==> config.mk <==
export PLATFORM = sky130hd
export DESIGN_NAME = nllf_ctrl
export DESIGN_NICKNAME = d
export VERILOG_FILES = /design/src/rtl/nllf_pkg.sv /design/src/rtl/nllf_ctrl.sv
export SDC_FILE = /design/constraint.sdc
export NUM_CORES = 1
export LEC_CHECK = 0
export ABC_AREA = 0
export ABC_CLOCK_PERIOD_IN_PS = 5100
export BUFFER_PORTS_ARGS = -buffer_cell sky130_fd_sc_hd__buf_4
export CORE_MARGIN = 3
export CORE_UTILIZATION = 45
export CTS_CLUSTER_DIAMETER = 30
export DETAILED_ROUTE_END_ITERATION = 8
export GPL_TIMING_DRIVEN = 0
export PLACE_DENSITY = 0.67
export SYNTH_ARGS = -nofsm -noshare
export SYNTH_HDL_FRONTEND = slang
export SYNTH_SLANG_ARGS = --single-unit
==> constraint.sdc <==
create_clock -name i_clk -period 5.1 [get_ports i_clk]
set_input_delay 1.02 -clock i_clk [delete_from_list [all_inputs] [get_ports i_clk]]
set_output_delay 1.02 -clock i_clk [all_outputs]
set_load 0.05 [all_outputs]
==> src/rtl/nllf_pkg.sv <==
// Shared types and constants of the nonlinear ladder lowpass filter.
// Used by the controller, the datapath and the top level.
package nllf_pkg;

    localparam int SAMPLE_W = 16;
    localparam int CFG_W    = 17;
    localparam int CFG_IDX_W = 3;
    localparam int CF_LEVELS = 24;

    localparam logic [CFG_IDX_W-1:0] CFG_STEP_COEF    = 3'd0;
    localparam logic [CFG_IDX_W-1:0] CFG_FEEDBACK_K   = 3'd1;
    localparam logic [CFG_IDX_W-1:0] CFG_DRIVE_GAIN   = 3'd2;
    localparam logic [CFG_IDX_W-1:0] CFG_TANH_SCALE   = 3'd3;
    localparam logic [CFG_IDX_W-1:0] CFG_OUTPUT_SCALE = 3'd4;

    // Five tanh evaluations per sample, four derivatives.
    localparam logic [2:0] LAST_TANH  = 3'd4;
    localparam logic [2:0] LAST_DERIV = 3'd3;

    typedef enum logic [3:0] {
        OP_NONE,
        OP_LOAD,
        OP_MAG,
        OP_SCALE,
        OP_INDEX,
        OP_LOOK,
        OP_INTERP,
        OP_DERIV,
        OP_UPDATE,
        OP_OUT_MAG,
        OP_OUT_SCALE,
        OP_PUSH
    } t_op;

    typedef struct packed {
        t_op        op;
        logic [2:0] idx;
    } t_cmd;

    typedef struct packed {
        logic can_push;
    } t_sts;

endpackage

==> src/rtl/nllf_ctrl.sv <==
// Sequencer of the ladder filter: walks one sample through the datapath steps.
// Depends on nllf_pkg.
module nllf_ctrl
    import nllf_pkg::*;
(
    input  logic i_clk,
    input  logic i_rst_n,
    input  logic i_in_valid,
    output logic o_in_ready,
    input  t_sts i_sts,
    output t_cmd o_cmd
);

    typedef enum logic [9:0] {
        S_IDLE      = 10'b00_0000_0001,
        S_MAG       = 10'b00_0000_0010,
        S_SCALE     = 10'b00_0000_0100,
        S_INDEX     = 10'b00_0000_1000,
        S_LOOK      = 10'b00_0001_0000,
        S_INTERP    = 10'b00_0010_0000,
        S_DERIV     = 10'b00_0100_0000,
        S_UPDATE    = 10'b00_1000_0000,
        S_OUT       = 10'b01_0000_0000,
        S_PUSH      = 10'b10_0000_0000
    } t_state;

    t_state     r_state, n_state;
    logic [2:0] r_idx, n_idx;
    logic       r_out_second, n_out_second;

    always_ff @(posedge i_clk) begin
        if (!i_rst_n) begin
            r_state      <= S_IDLE;
            r_idx        <= '0;
            r_out_second <= 1'b0;
        end else begin
            r_state      <= n_state;
            r_idx        <= n_idx;
            r_out_second <= n_out_second;
        end
    end

    always_comb begin
        n_state      = r_state;
        n_idx        = r_idx;
        n_out_second = r_out_second;
        o_cmd.op     = OP_NONE;
        o_cmd.idx    = r_idx;
        o_in_ready   = 1'b0;
        case (r_state)
            S_IDLE: begin
                o_in_ready = 1'b1;
                if (i_in_valid) begin
                    o_cmd.op = OP_LOAD;
                    n_idx    = '0;
                    n_state  = S_MAG;
                end
            end
            S_MAG: begin
                o_cmd.op = OP_MAG;
                n_state  = S_SCALE;
            end
            S_SCALE: begin
                o_cmd.op = OP_SCALE;
                n_state  = S_INDEX;
            end
            S_INDEX: begin
                o_cmd.op = OP_INDEX;
                n_state  = S_LOOK;
            end
            S_LOOK: begin
                o_cmd.op = OP_LOOK;
                n_state  = S_INTERP;
            end
            S_INTERP: begin
                o_cmd.op = OP_INTERP;
                if (r_idx == LAST_TANH) begin
                    n_idx   = '0;
                    n_state = S_DERIV;
                end else begin
                    n_idx   = r_idx + 3'd1;
                    n_state = S_MAG;
                end
            end
            S_DERIV: begin
                o_cmd.op = OP_DERIV;
                if (r_idx == LAST_DERIV) begin
                    n_state = S_UPDATE;
                end else begin
                    n_idx = r_idx + 3'd1;
                end
            end
            S_UPDATE: begin
                o_cmd.op     = OP_UPDATE;
                n_out_second = 1'b0;
                n_state      = S_OUT;
            end
            S_OUT: begin
                if (!r_out_second) begin
                    o_cmd.op     = OP_OUT_MAG;
                    n_out_second = 1'b1;
                end else begin
                    o_cmd.op = OP_OUT_SCALE;
                    n_state  = S_PUSH;
                end
            end
            S_PUSH: begin
                // Wait here only while the previous result is still untaken.
                if (i_sts.can_push) begin
                    o_cmd.op = OP_PUSH;
                    n_state  = S_IDLE;
                end
            end
            default: begin
                n_state = S_IDLE;
            end
        endcase
    end

endmodule

==> flow_metrics.tcl <==
set metrics [dict create \
    ys_top_cells_by_area "dfxtp_1 30%, nor4_4 6.9%, nor2_1 5.7%, ha_1 4.1%, nand2b_1 3.4%" \
    critPathCaptureType "primary output" \
    yosys.area_share.simple_pct 38.1 \
    wirelength_mm 2.02 \
    yosysTopAreaCellShare_pct 30.4 \
    finalCriticalPeriod_ns 3.54 \
    p_switching_mw 0.145 \
    synth_xor_area_share_pct 3.79 \
    synth_top_family_by_area "simple AND/OR/NAND/NOR gates" \
    finalCritPeriodShare_pct 69.4 \
    numCtsBuffers 3 \
    final_util_pct 58.4 \
    synth_top_area_cell "dfxtp_1" \
    synth-edff-count 0 \
    synth_fa_ha_area_share_pct 4.07 \
    ys.flop_type "dfxtp_1" \
    ys_types 38 \
    cts_tree "done" \
    slew_viol_final 0 \
    leakage_nw 0.424 \
    synth-compound-area-share_pct 17.1 \
    cts_hold_buf 0 \
    cts.sinks 14 \
    fin_area_um2 1070 \
    relSlewSlack_pct 58.3 \
    fp.dieW_um 51.3 \
    max_stage_delay_ns 0.58 \
    cts_max_path_buffers 2 \
    path_buf_inv 2 \
    via_count 836 \
    cp_top_family "simple AND/OR/NAND/NOR gates" \
    finalHoldViolations 0 \
    total_power_mw 0.361 \
    clk_transition_reported_paths_ns 0.09 \
    hpwlAfterDp_mm 1.61 \
    arrival_ns 2.52 \
    post_synth.cell_area_avg_um2 8.47 \
    dp_cells 145 \
    vias_per_cell 5.61 \
    postCtsSetupRepairBufs 0 \
    maxCapViolCount 0 \
    max_freq_mhz 283 \
    htreeDepth 1 \
    grt_max_degree 9 \
    placed_cell_area_um2 1040 \
    async_reset_ff_share_pct 0 \
    ant_nets 0 \
    grt_remaining_overflow 0 \
    ctsResizeCount 0 \
    peakVddDrop_uv 182 \
    grt_pass1_wl_mm 3.25 \
    syn-num-nets 116 \
    setup-tns-final_ns 0 \
    cp-start-kind "flop" \
    synthMuxAreaShare_pct 0 \
    postSynthCellCount 109 \
    core_area_um2 1840 \
    grt_usage_pct 16.8 \
    fin_skew_ns 0.00213 \
    rsz0062_at_grt "no" \
    p_clk_share_pct 22.7 \
    r2r_setup_slack_ns 2.87 \
    routedWlPerCell_um 13.6 \
    ys_seq_area_share_pct 30.4 \
    required_ns 4.08 \
    critical-path-slowest-cell "nor4_1" \
    io_pins 12 \
    final_cells 149 \
    comb_power_share_pct 43.4 \
    crit_chain "or3_1 -> clkbuf_1 -> nor4_1 -> nand2_1 -> and3_1 -> o311ai_0 -> buf_4" \
    drive_gt1_share_pct 22.6 \
    cts_root_buf "clkbuf_4" \
    die_height_um 51.3 \
    initial_utilization_pct 50.2 \
    row_count 15 \
    intPower_mw 0.215 \
    area_delta_synth_final_pct 16.3 \
    num-fill-cells 204 \
    clk_latency_ns 0.29 \
    fp.dieArea_um2 2630 \
    antenna_found_initial 0 \
    switching_share_pct 40.3 \
    layout_common_cells "14 x nor2_1, 14 x dfxtp_1, 11 x buf_4, 8 x nand2_1, 7 x inv_1" \
    synth_warnings 0 \
    seq_power_share_pct 34.0 \
    cp_max_fo 7 \
    drtPass1Iterations 4 \
    hold_class "reg -> reg" \
    crit_type "reg -> out" \
    setup_violations 0 \
    status "finished, final reports clean" \
    drc_errors 0 \
    tightestPinTransition_ns 0.620 \
    synth_area_um2 923 \
    powerDensity_nw_per_um2 336 \
    port_buffers 11 \
    diodes 0 \
    drtIter0Drc 15 \
    grt_pass1_vias 750 \
    gp_congestion 0.917 \
    final_nets 132 \
    ys_ff_latch 14 \
]
[final timing paths]
kind                     end  cells past startpoint       start
setup / recovery    o_cmd[4]                      7  r_state[2]
hold / removal    r_state[4]                      2  r_state[3]
setup reg to reg    r_idx[0]                      7    r_idx[0]
hold reg to reg   r_state[4]                      2  r_state[3]
[cell type report]
cell class / instances / area (um2) / area share [%]
sequential: 14 / 280 / 26.1
inverter: 7 / 26.3 / 2.45
multi-input combinational: 83 / 582 / 54.2
clock buffer: 4 / 36.3 / 3.38
timing repair buffer: 11 / 82.6 / 7.69
buffer: 5 / 35.0 / 3.26
tap: 25 / 31.3 / 2.91
[cell families (layout without fill, tap and decap cells)]
family                     Yosys count  in the layout
buffers and inverters               12             27
xor gates and xnor gates             4              4
adders and majority gates            3              3
AOI/OAI and AO/OA                   22             22
and+or+nand+nor                     54             54
DFF                                 14             14
[metal layers]
layer	vias to the layer above	GRT usage (%)	part of all wire (%)
met3	5	5.25	5.2
met4	0	5.24	1.2
met2	18	27.0	46
met5	-	0	0
met1	385	21.5	47
li1	428	-	-
[registers in the layout, indices dropped and copies added (netlist names)]
signal and cells:
r_out_second 1, r_state 10, r_idx 3
[worst min-delay path: stages (launching register included)]
cell and delay [ns]:
dfxtp_1 0.38, inv_1 0.07, nor4_1 0.04
[per-stage QoR]
stage	hold WS [ns]	worst slack (ns)
after floorplan	0.477	1.13
after global placement	0.507	1.93
after detailed placement	0.515	1.88
after CTS	0.528	1.56
after global routing	0.550	1.42
final	0.531	1.56
[power groups by stage]
| stage | sequential, mW | clock (mW) | combinational (mW) |
|---|---|---|---|
| final | 0.123 | 0.0817 | 0.156 |
| after global routing | 0.124 | 0.0879 | 0.170 |
| after CTS | 0.122 | 0.0841 | 0.158 |
| after detailed placement | 0.125 | 0 | 0.157 |
| after global placement | 0.125 | 0 | 0.156 |
| after floorplan | 0.124 | 0 | 0.123 |
[synthesized netlist by cell type (3+ instances only)]
library cell,count
a21oi_1,3
o21ai_0,4
o31ai_1,3
dfxtp_1,14
nor4_1,3
ha_1,3
nand3_1,3
inv_1,7
o211ai_1,4
nor2_1,14
nand2b_1,5
nor3_1,3
nor4_4,3
nand2_1,8
No activity file was read; power rests on OpenSTA's default activity.
